--- config.mk ---
export PLATFORM = sky130hd
export DESIGN_NAME = multi_voice_capture_mixer_core
export DESIGN_NICKNAME = d
export VERILOG_FILES = /design/src/mvcm_pkg.sv /design/src/multi_voice_capture_mixer_core.sv
export SDC_FILE = /design/constraint.sdc
export NUM_CORES = 2
export LEC_CHECK = 0
export ABC_AREA = 1
export BUFFER_PORTS_ARGS = -buffer_cell sky130_fd_sc_hd__buf_2
export CORE_UTILIZATION = 41
export DETAILED_ROUTE_END_ITERATION = 7
export GPL_TIMING_DRIVEN = 0
export PLACE_DENSITY = 0.56
export SYNTH_ARGS = -nofsm -noshare
export SYNTH_HDL_FRONTEND = slang
export SYNTH_SLANG_ARGS = --single-unit
--- constraint.sdc ---
create_clock -name clk -period 10.41 [get_ports clk]
set_input_delay 1.041 -clock clk [delete_from_list [all_inputs] [get_ports clk]]
set_output_delay 1.041 -clock clk [all_outputs]
set_load 0.05 [all_outputs]
--- src/mvcm_pkg.sv ---
package mvcm_pkg;

  localparam int NUM_SLOTS = 4;
  localparam int SLOT_W = (NUM_SLOTS > 1) ? $clog2(NUM_SLOTS) : 1;
  localparam int VOICE_INPUTS = 4;

  localparam int FADE_LENGTH = 480;
  localparam int FADE_SHIFT = 26;
  localparam logic [26:0] FADE_RECIP = 27'((64'd1 << FADE_SHIFT) / FADE_LENGTH);

  localparam logic [31:0] LCG_MUL = 32'd1664525;
  localparam logic [31:0] LCG_ADD = 32'd1013904223;
  localparam logic [31:0] NOISE_SEED = 32'h0001_2345;
  localparam logic signed [15:0] NOISE_OFFSET = 16'sd16383;

  localparam logic [15:0] MASTER_GAIN_RESET = 16'd4096;
  localparam logic [1:0] CHANNEL_COUNT_RESET = 2'd2;
  localparam logic [11:0] TRIGGER_LENGTH_RESET = 12'd2400;

  localparam int PADDR_W = 4;
  localparam logic [1:0] REG_MASTER_GAIN = 2'd0;
  localparam logic [1:0] REG_CHANNEL_COUNT = 2'd1;
  localparam logic [1:0] REG_TRIGGER_LENGTH = 2'd2;

  typedef enum logic [1:0] {
    OP_START = 2'd0,
    OP_STOP  = 2'd1,
    OP_MIX   = 2'd2,
    OP_NOP   = 2'd3
  } opcode_t;

  typedef enum logic [3:0] {
    S_IDLE,
    S_SLOT,
    S_MG,
    S_ACC,
    S_LCG,
    S_NOISE,
    S_FMUL,
    S_FQ,
    S_FCOR,
    S_TRIG,
    S_OUT
  } state_t;

endpackage

--- src/multi_voice_capture_mixer_core.sv ---
// Channel   Handshake                 Beat contents
// config    psel/penable/pwrite       master_gain, channel_count, trigger_length
// in        in_valid / in_ready       opcode, slot, gain, length, voice and capture samples
// out       out_valid / out_ready     mixed_left, mixed_right, active_mask, was_mixed
//
// All products come from one shared 33x33 multiplier. Start, stop and nop go straight
// to the result. A mix visits each slot: idle slots are skipped, playing ones are scaled
// by gain and master_gain and summed, plus noise while triggered, faded below FADE_LENGTH.
// Reset is synchronous; it restores register defaults, idles every slot, reseeds noise.
// in_ready is high only between items; a result held by out_ready stalls the next one.
module multi_voice_capture_mixer_core (
  input  logic                          clk,
  input  logic                          rst,
  input  logic                          psel,
  input  logic                          penable,
  input  logic                          pwrite,
  input  logic [mvcm_pkg::PADDR_W-1:0]  paddr,
  input  logic [31:0]                   pwdata,
  output logic [31:0]                   prdata,
  output logic                          pready,
  input  logic                          in_valid,
  output logic                          in_ready,
  input  logic [1:0]                    opcode,
  input  logic [1:0]                    slot,
  input  logic [15:0]                   gain_setting,
  input  logic [23:0]                   sound_length,
  input  logic signed [15:0]            voice_sample_0,
  input  logic signed [15:0]            voice_sample_1,
  input  logic signed [15:0]            voice_sample_2,
  input  logic signed [15:0]            voice_sample_3,
  input  logic signed [15:0]            capture_left,
  input  logic signed [15:0]            capture_right,
  output logic                          out_valid,
  input  logic                          out_ready,
  output logic signed [15:0]            mixed_left,
  output logic signed [15:0]            mixed_right,
  output logic [3:0]                    active_mask,
  output logic                          was_mixed
);
  import mvcm_pkg::*;

  logic [15:0] master_gain;
  logic [1:0]  channel_count;
  logic [11:0] trigger_length;

  logic [23:0] slot_remaining [NUM_SLOTS];
  logic [15:0] slot_gain [NUM_SLOTS];
  logic [11:0] slot_trigger_left [NUM_SLOTS];
  logic [31:0] noise_state;

  state_t state, state_next;
  opcode_t op;
  logic [SLOT_W-1:0] slot_idx;
  logic signed [15:0] voice [VOICE_INPUTS];
  logic signed [15:0] cap_l, cap_r;
  logic signed [31:0] mix;
  logic any;
  logic [25:0] fade_x;
  logic [14:0] fade_q;
  logic noise_neg;

  logic signed [32:0] mul_a, mul_b;
  logic signed [65:0] mul_p;

  logic cfg_write, in_fire, out_free, last, advance;
  logic signed [15:0] smp;
  logic signed [15:0] noise;
  logic [14:0] noise_mag;
  logic signed [65:0] p_adj;
  logic signed [31:0] slot_term;
  logic [25:0] fade_rem;
  logic [14:0] fade_quot;
  logic [23:0] rem_cur;
  logic [11:0] trig_cur;
  logic [3:0] mask_now;
  logic trig_ok;

  function automatic logic signed [15:0] sat16(input logic signed [32:0] v);
    if (v > 33'sd32767) begin
      return 16'sh7fff;
    end else if (v < -33'sd32768) begin
      return 16'sh8000;
    end else begin
      return v[15:0];
    end
  endfunction

  assign pready = 1'b1;
  assign cfg_write = psel && penable && pwrite;
  assign in_ready = (state == S_IDLE);
  assign in_fire = in_valid && in_ready;
  assign out_free = !out_valid || out_ready;

  always_ff @(posedge clk) begin
    if (rst) begin
      master_gain <= MASTER_GAIN_RESET;
      channel_count <= CHANNEL_COUNT_RESET;
      trigger_length <= TRIGGER_LENGTH_RESET;
    end else if (cfg_write) begin
      unique case (paddr[3:2])
        REG_MASTER_GAIN: master_gain <= pwdata[15:0];
        REG_CHANNEL_COUNT: channel_count <= pwdata[1:0];
        REG_TRIGGER_LENGTH: trigger_length <= pwdata[11:0];
        default: ;
      endcase
    end
  end

  always_comb begin
    unique case (paddr[3:2])
      REG_MASTER_GAIN: prdata = {16'd0, master_gain};
      REG_CHANNEL_COUNT: prdata = {30'd0, channel_count};
      REG_TRIGGER_LENGTH: prdata = {20'd0, trigger_length};
      default: prdata = 32'd0;
    endcase
  end

  always_comb begin
    smp = 16'sd0;
    for (int i = 0; i < VOICE_INPUTS; i++) begin
      if (i < NUM_SLOTS && int'(slot_idx) == i) begin
        smp = voice[i];
      end
    end
  end

  assign rem_cur = slot_remaining[slot_idx];
  assign trig_cur = slot_trigger_left[slot_idx];
  assign last = (int'(slot_idx) == NUM_SLOTS - 1);
  assign noise = $signed({1'b0, noise_state[30:16]}) - NOISE_OFFSET;
  assign noise_mag = noise[15] ? 15'(-noise) : noise[14:0];
  assign p_adj = mul_p + (mul_p[65] ? 66'sd4194303 : 66'sd0);
  assign slot_term = p_adj[53:22];
  assign fade_rem = fade_x - mul_p[25:0];
  assign fade_quot = fade_q + 15'(fade_rem >= 26'(FADE_LENGTH));

  assign advance = (state == S_SLOT && rem_cur == 24'd0)
                || (state == S_ACC && trig_cur == 12'd0)
                || (state == S_TRIG);

  always_comb begin
    mask_now = 4'd0;
    for (int s = 0; s < NUM_SLOTS && s < 4; s++) begin
      mask_now[s] = (slot_remaining[s] != 24'd0);
    end
  end

  always_comb begin
    state_next = state;
    unique case (state)
      S_IDLE: begin
        if (in_fire) begin
          state_next = (opcode_t'(opcode) == OP_MIX) ? S_SLOT : S_OUT;
        end
      end
      S_SLOT: begin
        if (rem_cur == 24'd0) begin
          state_next = last ? S_OUT : S_SLOT;
        end else begin
          state_next = S_MG;
        end
      end
      S_MG: state_next = S_ACC;
      S_ACC: begin
        if (trig_cur != 12'd0) begin
          state_next = S_LCG;
        end else begin
          state_next = last ? S_OUT : S_SLOT;
        end
      end
      S_LCG: state_next = S_NOISE;
      S_NOISE: state_next = (trig_cur < 12'(FADE_LENGTH)) ? S_FMUL : S_TRIG;
      S_FMUL: state_next = S_FQ;
      S_FQ: state_next = S_FCOR;
      S_FCOR: state_next = S_TRIG;
      S_TRIG: state_next = last ? S_OUT : S_SLOT;
      S_OUT: begin
        if (out_free) begin
          state_next = S_IDLE;
        end
      end
      default: state_next = S_IDLE;
    endcase
  end

  always_comb begin
    mul_a = 33'sd0;
    mul_b = 33'sd0;
    unique case (state)
      S_SLOT: begin
        mul_a = 33'(smp);
        mul_b = $signed({17'd0, slot_gain[slot_idx]});
      end
      S_MG: begin
        mul_a = mul_p[32:0];
        mul_b = $signed({17'd0, master_gain});
      end
      S_ACC: begin
        mul_a = $signed({1'b0, noise_state});
        mul_b = $signed({1'b0, LCG_MUL});
      end
      S_NOISE: begin
        mul_a = $signed({18'd0, noise_mag});
        mul_b = $signed({21'd0, trig_cur});
      end
      S_FMUL: begin
        mul_a = $signed({7'd0, mul_p[25:0]});
        mul_b = $signed({6'd0, FADE_RECIP});
      end
      S_FQ: begin
        mul_a = $signed({18'd0, mul_p[40:26]});
        mul_b = 33'(FADE_LENGTH);
      end
      default: ;
    endcase
  end

  always_ff @(posedge clk) begin
    mul_p <= mul_a * mul_b;
  end

  always_ff @(posedge clk) begin
    if (rst) begin
      state <= S_IDLE;
      out_valid <= 1'b0;
      noise_state <= NOISE_SEED;
      slot_idx <= '0;
      for (int s = 0; s < NUM_SLOTS; s++) begin
        slot_remaining[s] <= 24'd0;
        slot_gain[s] <= 16'd0;
        slot_trigger_left[s] <= 12'd0;
      end
    end else begin
      state <= state_next;
      if (in_fire) begin
        slot_idx <= '0;
        unique case (opcode_t'(opcode))
          OP_START: begin
            for (int s = 0; s < NUM_SLOTS; s++) begin
              if (int'(slot) == s && sound_length != 24'd0) begin
                slot_remaining[s] <= sound_length;
                slot_gain[s] <= gain_setting;
                slot_trigger_left[s] <= trigger_length;
              end
            end
          end
          OP_STOP: begin
            for (int s = 0; s < NUM_SLOTS; s++) begin
              slot_remaining[s] <= 24'd0;
              slot_trigger_left[s] <= 12'd0;
            end
          end
          default: ;
        endcase
      end
      if (advance && !last) begin
        slot_idx <= slot_idx + 1'b1;
      end
      if (state == S_ACC) begin
        slot_remaining[slot_idx] <= rem_cur - 24'd1;
      end
      if (state == S_LCG) begin
        noise_state <= mul_p[31:0] + LCG_ADD;
      end
      if (state == S_TRIG) begin
        slot_trigger_left[slot_idx] <= (rem_cur == 24'd0) ? 12'd0 : trig_cur - 12'd1;
      end
      if (state == S_OUT && out_free) begin
        out_valid <= 1'b1;
      end else if (out_valid && out_ready) begin
        out_valid <= 1'b0;
      end
    end
  end

  always_ff @(posedge clk) begin
    if (in_fire) begin
      op <= opcode_t'(opcode);
      cap_l <= capture_left;
      cap_r <= capture_right;
      voice[0] <= voice_sample_0;
      voice[1] <= voice_sample_1;
      voice[2] <= voice_sample_2;
      voice[3] <= voice_sample_3;
      mix <= 32'sd0;
      any <= 1'b0;
    end
    if (state == S_SLOT && rem_cur != 24'd0) begin
      any <= 1'b1;
    end
    if (state == S_ACC) begin
      mix <= mix + slot_term;
    end
    if (state == S_NOISE) begin
      noise_neg <= noise[15];
      if (trig_cur >= 12'(FADE_LENGTH)) begin
        mix <= mix + 32'(noise);
      end
    end
    if (state == S_FMUL) begin
      fade_x <= mul_p[25:0];
    end
    if (state == S_FQ) begin
      fade_q <= mul_p[40:26];
    end
    if (state == S_FCOR) begin
      mix <= noise_neg ? mix - $signed({17'd0, fade_quot})
                       : mix + $signed({17'd0, fade_quot});
    end
    if (state == S_OUT && out_free) begin
      mixed_left <= (op == OP_MIX && any && channel_count >= 2'd1)
                  ? sat16(33'(cap_l) + 33'(mix)) : cap_l;
      mixed_right <= (op == OP_MIX && any && channel_count >= 2'd2)
                   ? sat16(33'(cap_r) + 33'(mix)) : cap_r;
      was_mixed <= (op == OP_MIX) && any;
      active_mask <= mask_now;
    end
  end

  always_comb begin
    trig_ok = 1'b1;
    for (int s = 0; s < NUM_SLOTS; s++) begin
      if (slot_trigger_left[s] != 12'd0 && slot_remaining[s] == 24'd0) begin
        trig_ok = 1'b0;
      end
    end
  end

  a_trigger_needs_sound: assert property (@(posedge clk) disable iff (rst)
    (state == S_IDLE) |-> trig_ok)
    else $error("trigger count left on an idle slot");

  a_hold_result: assert property (@(posedge clk) disable iff (rst)
    (state == S_OUT && out_valid && !out_ready) |=> (state == S_OUT))
    else $error("result loaded over a pending beat");

  a_fade_one_fix: assert property (@(posedge clk) disable iff (rst)
    (state == S_FCOR) |-> (fade_rem < 26'(2 * FADE_LENGTH)))
    else $error("fade quotient estimate off by more than one");

  a_last_slot_done: assert property (@(posedge clk) disable iff (rst)
    (advance && last) |=> (state == S_OUT))
    else $error("slot walk did not finish after last slot");

endmodule
Word level (Yosys, flattened, before mapping) --
Memory sizes are Yosys's and may differ from the RTL's. A register that Yosys moved wholly into a read port is not among the register bits. Index checks and enable logic that the tools add are counted.
Storage, ports and cells: bits of input ports 183, logic and storage cells 235, bits in registers 270, output and inout bits 72, bits in writable memories 272, memories kept 4
Operators by class: add/subtract/negate cells 15, multiplexer cells 100, reduce and logical (&&, ||, !) cells 43, bitwise logic cells 20, multiply operators 1, equality and inequality tests 23, magnitude comparators 9
Memories:
- slot_remaining | depth 4, width 24, read ports 5, clocked after Yosys merged registers in 1, wr ports 4, RTL line multi_voice_capture_mixer_core.sv:46 | logic [23:0] slot_remaining [NUM_SLOTS];
- slot_gain | depth 4, width 16, read ports 1, clocked after Yosys merged registers in 1, wr ports 4, RTL line multi_voice_capture_mixer_core.sv:47 | logic [15:0] slot_gain [NUM_SLOTS];
- voice | depth 4, width 16, read ports 4, clocked after Yosys merged registers in 0, wr ports 4, RTL line multi_voice_capture_mixer_core.sv:54 | logic signed [15:0] voice [VOICE_INPUTS];
- slot_trigger_left | depth 4, width 12, read ports 1, clocked after Yosys merged registers in 1, wr ports 4, RTL line multi_voice_capture_mixer_core.sv:48 | logic [11:0] slot_trigger_left [NUM_SLOTS];
Operators with widths (number):
- two-way mux 16 bit | 14
- two-way mux 24 bit | 9
- case mux 33 bit (6 select lines) | 1
- two-way mux 32 bit | 6
- nonzero test 24 bit | 6
- case mux 21 bit (6 select lines) | 1
- two-way mux 12 bit | 10
- adder 16 x 32 -> 33 bit | 2
- > comparator 33 x 16 -> 1 bit, second input constant | 2
- less-than comparator 33 x 16 -> 1 bit, second input constant | 2
- adder 32 x 16 -> 32 bit | 2
- multiplier 33 x 22 -> 55 bit | 1
- adder 54 x 23 -> 54 bit | 1
- case mux 16 bit (3 select lines) | 1
- case mux 4 bit (11 select lines) | 1
- two-way mux 1 bit | 38
- adder 32 x 30 -> 32 bit, second input constant | 1
- adder 32 bit | 1
- subtractor 32 x 16 -> 32 bit | 1
- two-way mux 4 bit | 7
- >= comparator 26 x 9 -> 1 bit, second input constant | 1
- subtractor 26 bit | 1
- zero test 24 bit | 1
- OR reduction 24 bit | 1
- other kinds (32) | 100

Logic depth before layout (Yosys ltp) --
word-level depth 10, depth in mapped cells 42, mapped depth without buffers 42

Worst setup path after synthesis --
No wires, ideal clock.
path kind flip-flop to flip-flop, start point register state[1], end point register mul_p[51], data required time 10338 ps, setup time 72 ps, data arrival time 7754 ps, cell stages (with the launch flop) 35, path slack 2585 ps, cell sequence dfxtp_1 inv_1 nor2_1 inv_1 nor2_1 nor2_1 inv_1 nor3_2 inv_2 buf_2 nand2_1 fa_1 fa_1 inv_1 fa_1 inv_1 fa_1 inv_1 fa_1 fa_1 inv_1 fa_1 inv_1 ha_1 nand2_1 nor2_1 nand4_1 o21ai_0 nand2_1 nand2_1 a21oi_1 o21ai_0 nand2_1 nand2_1 xor2_1
On the way: word-level cells in the longest chain between the ends 3, elaborated cells between the ends (all ways) 9
RTL lines:
- start: declaration | RTL line multi_voice_capture_mixer_core.sv:51 | state_t state, state_next;
- start signal: assignment | RTL line multi_voice_capture_mixer_core.sv:234 | state <= state_next;
- equality test 4 x 3 -> 1 bit, or another cell as far along | RTL line multi_voice_capture_mixer_core.sv:189 | unique case (state)
- case mux 33 bit (6 select lines) / case mux 21 bit (6 select lines) (equally long branches) | RTL line multi_voice_capture_mixer_core.sv:189
- multiplier 33 x 22 -> 55 bit (*) | RTL line multi_voice_capture_mixer_core.sv:219 | mul_p <= mul_a * mul_b;
- end signal: assignment | RTL line multi_voice_capture_mixer_core.sv:219
- end: declaration | RTL line multi_voice_capture_mixer_core.sv:63 | logic signed [65:0] mul_p;
Mark *: on every way between the ends. The rest lies on a longest branch, timed or not. A chain may end at the register's enable or synchronous reset.

Final worst setup path --
start point register noise_state[16], end point register mul_p[52]
On the way: word-level cells in the longest chain between the ends 5
RTL lines:
- start: declaration | RTL line multi_voice_capture_mixer_core.sv:49 | logic [31:0] noise_state;
- start signal: assignment | RTL line multi_voice_capture_mixer_core.sv:263 | noise_state <= mul_p[31:0] + LCG_ADD;
- subtractor 15 x 14 -> 16 bit | RTL line multi_voice_capture_mixer_core.sv:130 | assign noise = $signed({1'b0, noise_state[30:16]}) - NOISE_OFFSET;
- negator 15 bit | RTL line multi_voice_capture_mixer_core.sv:131 | assign noise_mag = noise[15] ? 15'(-noise) : noise[14:0];
- two-way mux 15 bit | RTL line multi_voice_capture_mixer_core.sv:131
- case mux 33 bit (6 select lines) (*) | RTL line multi_voice_capture_mixer_core.sv:189
- multiplier 33 x 22 -> 55 bit (*) | RTL line multi_voice_capture_mixer_core.sv:219
Marked as above.

==> impl_metrics.tcl <==
set metrics [dict create \
    clockBufferDepth 3 \
    cts_tree "yes" \
    path_class "reg -> reg" \
    drv_cap 0 \
    place.gp.congestion 1.03 \
    avgSynthCellArea_sq_um 7.63 \
    rr_startpoint "noise_state[16]" \
    rr_worst_depth 33 \
    seq_area_sq_mm 0.0147 \
    die_area_sq_mm 0.154 \
    synthTopCellsByCount "nand2_1 (1977), inv_1 (1521), nor2_1 (701)" \
    hold_buffers 0 \
    clkPwrFrac 0.200 \
    cpMostUsedCell "fa_1" \
    holdWs_ns 0.463 \
    report.final.hold_viol_count 0 \
    first_pass_iters 6 \
    synth.top_cells.by_area "fa_1 (21%), edfxtp_1 (19%), nand2_1 (12%)" \
    critical-path-top-delay-family "adder cells" \
    async_flop_share 0 \
    vdd_ir_drop_max_uv 119 \
    min_path_cells 2 \
    grt_pass1_vias 56600 \
    wl_per_cell_um 22.8 \
    start_util 0.415 \
    routed_via_density 5.42 \
    ys_seq_area_frac 0.237 \
    post-route-period-util 0.980 \
    multi_input_area_sq_mm 0.0407 \
    cp_slowest_cell "xor2_1" \
    synth_top_area_share 0.210 \
    clk_pin_slew_ns 0.06 \
    synth_cells 8163 \
    grt_max_degree 68 \
    dpl-instance-area_sq_mm 0.0662 \
    setup_viol 0 \
    path_max_fanout 10 \
    dp_hpwl_mm 203 \
    max_freq_mhz 98.0 \
    tightest_slew_ns 1.41 \
    p_switching_mw 6.72 \
    total_power_mw 13.3 \
    synth_cell_types 69 \
    final_max_slew_viol_count 0 \
    grt_usage 0.312 \
    htree_levels 3 \
    clk_latency_ns 0.66 \
    hold_end "any" \
    synth_most_common_cell "nand2_1" \
    r2r_end "mul_p[52]" \
    clock-root-buffer "clkbuf_16" \
    status "complete, no violations" \
    hold_class "reg -> reg" \
    drtIter0Drc 5368 \
    ant_nets 0 \
    p_sw_frac 0.504 \
    synth.cell_area_sq_mm 0.0623 \
    crit_required_ns 10.98 \
    rsz0062_at_grt "no" \
    drc 0 \
    num_rows 142 \
    critPathMaxStageDelay_ns 0.70 \
    ys_ff_latch 544 \
    setup.worst_path.start_class "flop" \
    vias 57300 \
    p_per_area_mw_per_mm2 194 \
    io_buffers 218 \
    yosysWarnings 0 \
    final_net_count 9715 \
    yosysTopAreaCell "fa_1" \
    design_area_sq_mm 0.0687 \
    intPower_mw 6.61 \
    period_minus_slack_ns 10.20 \
    pwr-share-comb 0.554 \
    area_delta_synth_final_pct 10.3 \
    cp-startpoint "noise_state[16]" \
    antenna_found_initial 20 \
    drt_wl_total_mm 241 \
    drive_gt1_frac 0.0703 \
    rrSetupSlack_ns 0.21 \
    die_w_um 392 \
    hp-start "any" \
    power_frac_seq 0.246 \
    cp-end-kind "flop" \
    clock_skew_ns 0.0534 \
    grt_remaining_overflow 0 \
    core_area_sq_mm 0.150 \
    critPathBufInv 4 \
    numCtsBuffers 69 \
    synth-edff-count 385 \
    ios 255 \
    critPathArrivalTime_ns 10.77 \
    timing.slew.headroom 0.0544 \
    leakage_nw 33.8 \
    grt_pass1_wl_mm 356 \
    die-height_um 392 \
    synth_flop_cell "edfxtp_1" \
    cts_sinks 544 \
    fillers 15400 \
]
## worst register-to-register path: cells and delay by family (launching register included)
kind            cells  cell delay (ns)
compound gates      3             1.23
xor+xnor            2             0.86
fa+ha+maj           9             4.36
buf+inv             4             0.59
flops               1             0.67
simple gates       15             2.44
## registers in the layout, summed over array words and instances, names as in the netlist, 4 cells and up, named ones only
signal / cells
mul_p: 55
noise_state: 32
cap_r: 16
fade_x: 26
mix: 32
fade_q: 15
trigger_length: 12
mixed_right: 16
active_mask: 4
state: 4
slot_remaining: 96
voice: 64
master_gain: 16
slot_gain: 64
mixed_left: 16
slot_trigger_left: 48
cap_l: 16
## power groups by stage
stage | Combinational [mW] | Sequential, mW | Clock [mW]
after floorplan | 5.03 | 3.03 | 0
after global placement | 7.19 | 3.32 | 0
after detailed placement | 7.24 | 3.31 | 0
after CTS | 7.28 | 3.27 | 2.68
after global routing | 8.20 | 3.29 | 2.75
final | 7.38 | 3.28 | 2.66
## cell usage in the layout (no fill, tap or decap), types with 12 or more instances in the layout
cell,n
nand2_1,1976
inv_1,1521
nor2_1,699
fa_1,653
nand3_1,416
a21oi_1,408
ha_1,388
edfxtp_1,385
o21ai_0,330
buf_2,305
dfxtp_1,159
xor2_1,154
clkbuf_1,118
nand4_1,88
o21ai_1,79
o22ai_1,77
nor3_1,73
clkbuf_16,71
xnor2_1,55
a31oi_1,44
buf_4,34
nor4_1,34
inv_2,30
conb_1,30
a21o_1,28
or2_2,27
nand2_2,27
o211ai_1,26
a221oi_1,23
o21bai_1,23
nand3b_1,19
nor2_2,15
a22oi_1,15
a221o_1,15
o221ai_1,14
diode_2,13
clkinv_1,12
a21boi_0,12
and2_1,12
bufinv_16,12
## per-layer routing
metal | global-route usage | vias to the layer above | share of wire
met4 | 0.128 | 10 | 0.046
met2 | 0.495 | 2422 | 0.44
met3 | 0.0377 | 472 | 0.076
met1 | 0.430 | 27800 | 0.43
met5 | 0 | - | 0.00030
li1 | - | 26600 | -
## cell type report
cell class                      instances  area share
Multi-Input combinational cell       5849       0.592
Sequential cell                       544       0.215
Timing Repair Buffer                  227      0.0176
Inverter                             1556      0.0850
Tap cell                             2016      0.0367
Antenna cell                           13    0.000473
Clock buffer                           89      0.0277
Buffer                                242      0.0173
Clock inverter                         38     0.00834
## logic make-up (layout without fill, tap and decap cells)
group / count (synthesis) / after routing / share of synthesized area
compound gates: 1143 / 1143 / 0.104
xor+xnor: 210 / 210 / 0.0296
fa+ha+maj: 1043 / 1043 / 0.288
buf+inv: 1798 / 2152 / 0.113
flops: 544 / 544 / 0.237
other cells: 2 / 43 / 0.000121
simple gates: 3423 / 3423 / 0.228
## stage by stage
step	instances	utilization	TNS, ns	setup WS [ns]
after floorplan	8191	-	0	2.58
after global placement	10400	0.439	-1.52	-0.346
after detailed placement	10400	0.440	-1.34	-0.294
after CTS	10600	0.457	0	0.0349
after global routing	10600	0.457	0	0.0390
final	10600	0.457	0	0.210
## timing repair
item / in CTS / in global routing
endpoints found under the setup margin: 11 / 17
gates resized for setup: 6 / 12
buffers inserted: 0 / 1
pin swaps: 0 / 1
## worst max path at each step
| stage | end | cells past startpoint |
|---|---|---|
| 2_1_floorplan | mul_p[51] | 34 |
| 3_5_place_dp | mul_p[47] | 32 |
| 6_report | mul_p[52] | 33 |
| 3_3_place_gp | mul_p[47] | 32 |
| 4_1_cts | mul_p[54] | 33 |
| 5_1_grt | mul_p[48] | 35 |
Power figures use the tool's default switching activity.
